<file path="config.mk">
export PLATFORM = sky130hd
export DESIGN_NAME = gtea_ctrl
export DESIGN_NICKNAME = d
export VERILOG_FILES = /design/src/design/gtea_pkg.sv /design/src/design/gtea_ctrl.sv
export SDC_FILE = /design/constraint.sdc
export NUM_CORES = 1
export LEC_CHECK = 0
export ABC_AREA = 1
export BUFFER_PORTS_ARGS = -buffer_cell sky130_fd_sc_hd__clkbuf_2
export CORE_AREA = 2 2 39 41
export CTS_CLUSTER_SIZE = 16
export DETAILED_ROUTE_END_ITERATION = 10
export DIE_AREA = 0 0 41 43
export GPL_TIMING_DRIVEN = 0
export PLACE_DENSITY = 0.41
export REMOVE_ABC_BUFFERS = 1
export SYNTH_ARGS = -nofsm -noshare
export SYNTH_HDL_FRONTEND = slang
export SYNTH_SLANG_ARGS = --single-unit
</file>
<file path="constraint.sdc">
create_clock -name clk -period 0.9 [get_ports clk]
set_input_delay 0.225 -clock clk [delete_from_list [all_inputs] [get_ports clk]]
set_output_delay 0.225 -clock clk [all_outputs]
set_load 0.05 [all_outputs]
</file>
<file path="src/design/gtea_pkg.sv">
// Package for the grant table entry allocator: field widths, flag masks,
// command codes, controller states and controller/datapath structs.
// No dependencies.
`default_nettype none

package gtea_pkg;

  // Default table depth
  localparam int ENTRIES_DEF = 1024;

  // Fixed payload widths
  localparam int REF_W   = 10;
  localparam int DOM_W   = 16;
  localparam int FRAME_W = 32;
  localparam int FLAG_W  = 5;

  // Entry flag masks
  localparam logic [FLAG_W-1:0] FLAG_PERMIT   = 5'b00001;
  localparam logic [FLAG_W-1:0] FLAG_TRANSFER = 5'b00010;
  localparam logic [FLAG_W-1:0] FLAG_RDONLY   = 5'b00100;
  localparam logic [FLAG_W-1:0] FLAG_READING  = 5'b01000;
  localparam logic [FLAG_W-1:0] FLAG_WRITING  = 5'b10000;

  localparam int READING_BIT = 3;
  localparam int WRITING_BIT = 4;

  typedef enum logic [2:0] {
    CMD_GRANT_ACCESS    = 3'd0,
    CMD_GRANT_TRANSFER  = 3'd1,
    CMD_ACCESS_AT_REF   = 3'd2,
    CMD_TRANSFER_AT_REF = 3'd3,
    CMD_QUERY           = 3'd4,
    CMD_END_ACCESS      = 3'd5,
    CMD_FREE            = 3'd6,
    CMD_REMOTE_MARK     = 3'd7
  } command_t;

  typedef enum logic [1:0] {
    ST_CLEAR,
    ST_IDLE,
    ST_EXEC
  } state_t;

  // Controller to datapath
  typedef struct packed {
    logic clear_en;  // write one reset entry of the sweep
    logic load;      // capture item, read link and flags
    logic commit;    // apply the command, load the result register
  } ctl_cmd_t;

  // Datapath to controller
  typedef struct packed {
    logic clear_last;  // sweep is at the final entry
  } ctl_sts_t;

endpackage

`default_nettype wire

</file>
<file path="src/design/gtea_ctrl.sv">
// Controller of the grant table entry allocator: reset sweep, item
// handshake and result register valid. Depends on gtea_pkg.
`default_nettype none

module gtea_ctrl import gtea_pkg::*; (
  input  wire logic     clk,
  input  wire logic     rst,
  input  wire logic     in_valid,
  output logic          in_ready,
  output logic          out_valid,
  input  wire logic     out_ready,
  input  wire ctl_sts_t sts,
  output ctl_cmd_t      cmd
);

  state_t state;
  state_t state_next;
  logic   out_free;

  assign out_free = !out_valid || out_ready;

  // State register
  always_ff @(posedge clk) begin
    if (rst) begin
      state <= ST_CLEAR;
    end else begin
      state <= state_next;
    end
  end

  // Next state and commands
  always_comb begin
    state_next   = state;
    cmd.clear_en = 1'b0;
    cmd.load     = 1'b0;
    cmd.commit   = 1'b0;
    in_ready     = 1'b0;
    case (state)
      ST_CLEAR: begin
        cmd.clear_en = !rst;
        if (sts.clear_last) begin
          state_next = ST_IDLE;
        end
      end
      ST_IDLE: begin
        in_ready = !rst;
        if (in_valid && !rst) begin
          cmd.load   = 1'b1;
          state_next = ST_EXEC;
        end
      end
      ST_EXEC: begin
        // wait for room in the result register before touching state
        if (out_free) begin
          cmd.commit = 1'b1;
          state_next = ST_IDLE;
        end
      end
      default: begin
        state_next = ST_CLEAR;
      end
    endcase
  end

  // Result register valid
  always_ff @(posedge clk) begin
    if (rst) begin
      out_valid <= 1'b0;
    end else if (cmd.commit) begin
      out_valid <= 1'b1;
    end else if (out_ready) begin
      out_valid <= 1'b0;
    end
  end

endmodule

`default_nettype wire

</file>
## Word level (Yosys, flattened, before mapping)

Cells that the tools add are included.

| storage, ports and cells | value |
|---|---|
| flip-flop bits (word level) | 3 |
| memories kept | 0 |
| RAM bits | 0 |
| bits in latches | 0 |
| memory bits (read-only) | 0 |
| input bits | 5 |

| cells by class | value |
|---|---|
| add/sub/neg operators | 0 |
| $mul | 0 |
| magnitude comparators | 0 |
| equal/unequal tests | 5 |
| reduce and logical (&&, ||, !) cells | 7 |
| divide/modulo/power cells | 0 |
| multiplexer cells | 12 |
| bitwise logic cells | 0 |
| shifts and indexed selects | 0 |

Operators by type and width:

| cell | number |
|---|---|
| two-way mux 1 bit | 8 |
| two-way mux 2 bit | 3 |
| != test 2 bit (second input constant) | 3 |
| case mux 2 bit (3 select lines) | 1 |
| AND reduction 3 bit | 1 |
| == test 2 x 1 -> 1 bit (second input constant) | 1 |
| == test 2 bit (second input constant) | 1 |
| logical NOT 1 bit | 2 |
| logical NOT 2 bit | 1 |
| nonzero test 2 bit | 1 |
| logical AND 1 bit | 1 |
| logical OR 1 bit | 1 |

## Longest topological paths before layout

Gate-level depths: netlist (run 1).

| depth | value |
|---|---|
| depth in word-level cells | 5 |
| gate-level depth with buffers | 6 |
| mapped depth without buffers | 6 |

## Least setup slack after synthesis (run 1)

No wires, ideal clock.

| path | value |
|---|---|
| kind | flip-flop to output port |
| from | register out_valid |
| to | output port cmd[0] in the netlist's numbering |
| arrival time | 1.665 ns |
| buffers on the path | 0 |
| slack | -0.990 ns |
| stages on the path, launching flop included | 4 |
| cell sequence | dfxtp_1 inv_1 nor2_1 nor3_1 |

RTL lines:

| what | RTL line | source |
|---|---|---|
| start: declaration | gtea_ctrl.sv:10 | `output logic out_valid,` |
| start signal: assignment | gtea_ctrl.sv:68 | `out_valid <= 1'b0;` |
| start signal: assignment | gtea_ctrl.sv:70 | `out_valid <= 1'b1;` |
| start signal: assignment | gtea_ctrl.sv:72 | `out_valid <= 1'b0;` |
| end: declaration | gtea_ctrl.sv:13 | `output ctl_cmd_t cmd` |

## Worst setup path after layout (run 1)

| path | value |
|---|---|
| from | register state[1] |
| to | output port in_ready |

| on the way | value |
|---|---|
| word-level cells in the longest chain between the ends | 2 |

Ends and longest elaborated chain:

| what | RTL line | source |
|---|---|---|
| start: declaration | gtea_ctrl.sv:16 | `state_t state;` |
| start signal: assignment | gtea_ctrl.sv:27 | `state <= state_next;` |
| == test 2 x 1 -> 1 bit | gtea_ctrl.sv:38 | `case (state)` |
| two-way mux 1 bit | gtea_ctrl.sv:38 |  |
| end: declaration | gtea_ctrl.sv:9 | `output logic in_ready,` |

Every way passes these cells.

==> impl_results.md, run 1 <==
- Status: finished, violations left
- Failing checks: negative setup slack
- Setup crit start kind: register
- Relative slew slack: 89.0%
- Compound-cell area share of the yosys netlist: 10.4%
- Final period utilization: 145%
- PD cells: 1690 nW/um^2
- DP HPWL: 342 um
- Adder-cell share of the synthesized area: 0%
- Yosys cell types: 10
- Clk Latency, worst-skew pair: 230 ps
- Area contributors post-synth: dfxtp_1, nand2_1, inv_1
- CTS Buf Count: 3
- Layout cells sized above 1: 53.5%
- All-Layer GR Usage: 5.42%
- Final hold viol count: 0
- IO Count: 10
- Clk sink count: 3
- Nets: 49
- IO buf count: 9
- DR vias/cell: 3.61
- Pre-CTS setup slack: -372 ps
- Die Y-Extent: 43 um
- TritonCTS clock tree: yes
- Crit path DAT: 1080 ps
- Required @ worst endpoint: 670 ps
- Critical path fanouts, max: 4
- Gpl congestion: 0.678
- Crit-path cells: nor3_4, buf_4, clkbuf_16
- DRC: 0
- Root Buffer: clkbuf_4
- FP Rows: 14
- Htree depth: 1
- Clk buf depth: 2
- DR iter-0 viols: 1
- Fin crit period: 1300 ps
- Worst slew pin tran: 164 ps
- Final number of setup-violating endpoints: 6
- Post-synthesis average cell area: 6.21 um^2
- Initial Utilization: 12.1%
- Combinational family with the most area after synthesis: simple AND/OR/NAND/NOR gates
- Synth Register Bits: 3
- Placed Area: 233 um^2
- Cells after Synth: 27
- Clock skew: 1.19 ps
- Crit path kind: reg -> out
- F_max: 0.767 GHz
- Design Area, Final: 347 um^2
- Max-slew violations: 0
- Mux cell area share after synthesis: 0%
- Dominant cell type by area after synthesis: dfxtp_1
- First-pass GRT wire length: 621 um
- Sequential fraction of the synthesis area: 35.8%
- Max_cap viols: 0
- XOR/XNOR share of the synthesized area: 0%
- Worst VDD drop: 0.502 mV
- Yosys top cell area share: 35.8%
- Routed wire per std cell: 7.68 um
- Drt total wl: 453 um
- Vias in the first global route: 192
- Worst hold path class: in -> reg
- Unrepaired setup endpoints after global routing: yes
- Clk slew on worst S/H paths: 30 ps
- Critical Path Max Stage Delay: 350 ps
- Largest net degree at the start of global routing: 6
- Final setup margin: -404 ps
- Post-synthesis cell area: 168 um^2
- Antenna violations before repair: 0
- Die Area: 1760 um^2
- First drt pass iteration count: 4
- Final antenna-violating net count: 0
- Slowest CP cell: dfxtp_4
- Synth-to-Final Area Change: 107%
- TNS Setup: -1580 ps
- DIE WIDTH: 41 um
- Critical Path Sink Type: output port
- Ys Warns: 0
- Leakage power: 0.169 nW
- Vias: 213
- N_diodes: 0
- Core ar.: 1380 um^2
- Simple-gate portion of the synthesized area: 40.3%
- Gr ovfl total: 0
final cells by class:
| type | count | area, um^2 |
|---|---|---|
| Timing Repair Buffer | 12 | 113 |
| Fill cell | 156 | 1040 |
| Sequential cell | 3 | 68.8 |
| Tap cell | 16 | 20.0 |
| Multi-Input combinational cell | 18 | 96.3 |
| Inverter | 6 | 22.5 |
| Clock buffer | 4 | 26.3 |
cell usage after synthesis (all sizes together):
library cell,number
nand2,6
nor3,3
nor2,4
inv,6
o21a,1
dfxtp,3
a21oi,2
nand3,2
per-stage QoR:
stage	instances	hold WS, ps	total power, mW	utilization, %
after floorplan	27	294	0.264	-
after global placement	52	456	0.298	16.8
after detailed placement	52	459	0.300	16.8
after CTS	59	232	0.595	24.5
after global routing	59	244	0.621	25.0
final	59	234	0.587	25.0
layer usage:
layer | wire length, um | GRT usage (%)
met5 | 0 | 0
met4 | 0 | 4.00
met2 | 231 | 8.44
met3 | 35 | 3.14
met1 | 186 | 4.81
repair_timing:
item,in CTS,in global routing
setup buffers,3,0
hold endpoints to repair,0,0
endpoints found under the setup margin,7,7
gates resized for setup,15,7
hold buffers,0,0
layout by cell type (no fill, tap or decap):
cell type	synthesis	routed
clkbuf_16	0	1
nor3_1	2	2
dfxtp_4	0	2
clkbuf_4	0	3
nor2_1	4	3
o21a_1	1	1
nor2_2	0	1
dfxtp_2	0	1
nand2_1	6	5
clkbuf_2	0	4
nor3_4	0	1
inv_2	1	2
a21oi_1	2	2
nand3_1	2	2
buf_4	0	5
nand2_2	0	1
buf_8	0	2
clkbuf_1	0	1
inv_1	5	4
path summary, 6_finish.rpt:
check / from / end / slack, ps / depth (start not counted)
hold / removal: rst / state[1] / 230 / 2
setup / recovery: state[1] / in_ready / -400 / 3
setup reg to reg: state[1] / state[0] / -70 / 6
hold reg to reg: state[0] / state[0] / 540 / 2
flip-flops by register name (all words and copies together) (netlist names):
signal / count
out_valid: 1
state: 2
logic make-up after synthesis:
kind of cell           count (synthesis)
AND/OR/NAND/NOR                       15
buffers and inverters                  6
flip-flops                             3
AO/OA/AOI/OAI                          3
critical path: cells and delay by family, from the launching register on:
family,cells,cell delay (ps)
buf+inv,2,300
flops,1,350
simple gates,1,200
where the power goes:
group          total, mW  leakage (nW)  internal [mW]  switching [mW]
registers          0.160        0.0264          0.146          0.0145
clock network      0.228        0.0150          0.166          0.0626
logic              0.199         0.127         0.0849           0.114
total              0.587         0.169          0.396           0.191
Note: power is estimated with default switching activity, not from simulation.
==> run 2: changes to the inputs <==
Settings changed: ABC_AREA 1 to not set, PLACE_DENSITY 0.41 to 0.4.
==> run 2 against run 1 <==
Net effect: the flow still finishes with violations (negative setup slack); critical path depth stayed put; clock skew rose by 0.56 ps; final cell count fell by 17%; non-clock buffer count is the same; power shrank 12%; via count fell by 15%; flip-flop and latch count is the same; sequential power shrank 5%; wire length grew 2.9%; critical endpoint is now cmd[0]; highest routed layer unchanged.
==> impl_results.md, run 2 <==
- Nets: 39
- Post-synth EDFFs: 0
- Gr ovfl total: 0
- Crit path kind: reg -> out
- Number of flip-flops in the largest register: 2
- Largest registers: state: 2 flops, out_valid: 1 flops
- Crit path DAT: 1020 ps
- Layout cells sized above 1: 75.8%
- Yosys top cell area share: 39.3%
- Die Y-Extent: 43 um
- Gpl congestion: 0.679
- First drt pass iteration count: 2
- Cells after Synth: 17
- All-Layer GR Usage: 6.81%
- Vias in the first global route: 172
- Clk slew on worst S/H paths: 40 ps
- Area contributors post-synth: dfxtp_1, nand2b_2, nand2b_1
- Fin crit period: 1250 ps
- Ys Warns: 0
- Initial Utilization: 11.0%
- Worst VDD drop: 0.882 mV
- Post-synthesis cell area: 153 um^2
- IO buf count: 9
- Hold Path Stages: 2
- Drt total wl: 466 um
- TritonCTS clock tree: yes
- DR iter-0 viols: 1
- Clock skew: 1.75 ps
- Critical R2R Launch: state[0]
- Core ar.: 1380 um^2
- Final setup margin: -349 ps
- Synth-to-Final Area Change: 127%
- Max-slew violations: 0
- Htree depth: 1
- Clk buf depth: 2
- Clk sink count: 3
- DRC: 0
- Inst Count DP: 42
- Root Buffer: clkbuf_4
- Critical path fanouts, max: 6
- Post-synth top cells: dfxtp_1, a21oi_1, nand2b_1, nand2b_2, nor3_1
- Relative slew slack: 89.3%
- Final hold viol count: 0
- Routed wire per std cell: 9.51 um
- Clock share of power: 46.3%
- Final period utilization: 139%
- Share of flip-flops with an asynchronous set or reset: 0%
- Required @ worst endpoint: 670 ps
- Max_cap viols: 0
- Worst hold path class: in -> reg
- Dominant cell type by area after synthesis: dfxtp_1
- DIE WIDTH: 41 um
- IO Count: 10
- First-pass GRT wire length: 703 um
- Cells on worst reg2reg path: 5
- CTS Buf Count: 3
- DR vias/cell: 3.67
- Int Power: 0.366 mW
- F_max: 0.801 GHz
- Largest net degree at the start of global routing: 7
- N_diodes: 0
- Filler cells: 158
- Leakage power: 0.155 nW
- Unrepaired setup endpoints after global routing: yes
- Fin cells: 49
- Combinational share of power: 24.4%
- Yosys cell types: 11
- Reg with most FFs: state
- Net Sw Power: 0.151 mW
- DP HPWL: 276 um
- Vias: 180
- FP Rows: 14
- Die Area: 1760 um^2
- Switching Fraction: 29.2%
- PD cells: 1490 nW/um^2
- FF-to-FF End: state[1]
- Setup crit start kind: register
- Final number of setup-violating endpoints: 7
- Post-synthesis average cell area: 8.98 um^2
- R2r setup slk: -190 ps
- Synth Register Bits: 3
- Synth Flop Type: dfxtp_1
- Sequential fraction of the synthesis area: 39.3%
- Worst min-delay path startpoint: rst
- Antenna violations before repair: 0
- Hold Crit Endpoint: state[1]
- Most frequent cells in the layout: clkbuf_2, clkbuf_4, buf_4
- Clk Latency, worst-skew pair: 230 ps
- Most common cell after layout, fill and taps aside: clkbuf_2
- Status: finished, violations left
- Hold_ws: 264 ps
- Final antenna-violating net count: 0
- Part of the power in registers: 29.3%
- Most common cell in the netlist: dfxtp_1
- Failing checks: negative setup slack
- Worst slew pin tran: 160 ps
- Critical Path Sink Type: output port
run 2: cell types whose count changed after synthesis, sizes merged, moves of 2 or more:
cell	before	now
nand3	2	0
nor2	4	1
nand2	6	1
inv	6	0
nand2b	0	4
run 2: worst max-delay path by stage:
stage                        start        to  slack, ps  depth (start not counted)
final                     state[0]    cmd[0]       -350                          3
after global routing      state[0]    cmd[0]       -400                          3
after CTS                 state[0]    cmd[0]       -370                          3
after detailed placement  state[0]    cmd[0]       -280                          3
after global placement    state[0]    cmd[0]       -300                          3
after floorplan           state[0]  in_ready       -860                          1
run 2: cells by family after synthesis:
family / count (synthesis) / synth area share [%]
AOI/OAI and AO/OA: 4 / 18.9
and+or+nand+nor: 10 / 41.8
DFF: 3 / 39.3
run 2: routing by layer:
metal / share of wire, % / track usage, %
met5: 0 / 0
met2: 38 / 6.56
met4: 0 / 2.00
met3: 14 / 9.42
met1: 48 / 8.31
run 2: timing repair:
item / CTS / global route
endpoints found under the setup margin: 5 / 6
hold buffers: 0 / 0
pin swaps: 3 / 1
buffers inserted: 2 / 1
gates resized for setup: 18 / 6
endpoints found under the hold margin: 0 / 0
run 2: metrics by stage:
| stage | setup TNS [ps] | utilization [%] | total power [mW] | setup slack (ps) | cell area (um^2) |
|---|---|---|---|---|---|
| 6_report | -1590 | 25.0 | 0.518 | -349 | 347 |
| 5_1_grt | -1930 | 25.0 | 0.565 | -401 | 347 |
| 4_1_cts | -1550 | 23.5 | 0.522 | -370 | 325 |
| 3_3_place_gp | -958 | 15.7 | 0.243 | -295 | 218 |
| 3_5_place_dp | -902 | 15.7 | 0.242 | -283 | 218 |
| 2_1_floorplan | -3620 | - | 0.216 | -860 | 153 |
run 2: layout make-up:
type | instances | area (um^2) | share of cell area [%]
tap | 16 | 20.0 | 5.78
multi-input combinational | 14 | 120 | 34.7
clock buffer | 4 | 26.3 | 7.58
timing repair buffer | 12 | 111 | 32.1
sequential | 3 | 68.8 | 19.9
run 2: power groups by stage:
stage	sequential [mW]	clock, mW	combinational [mW]
5_1_grt	0.153	0.277	0.135
3_5_place_dp	0.151	0	0.0909
4_1_cts	0.152	0.253	0.117
2_1_floorplan	0.153	0	0.0631
6_report	0.152	0.240	0.126
3_3_place_gp	0.152	0	0.0916
run 2: worst max-delay path: stages (launching register included):
cell and delay, ps:
dfxtp_4 350, nand2b_4 150, nor2b_4 130, buf_8 150
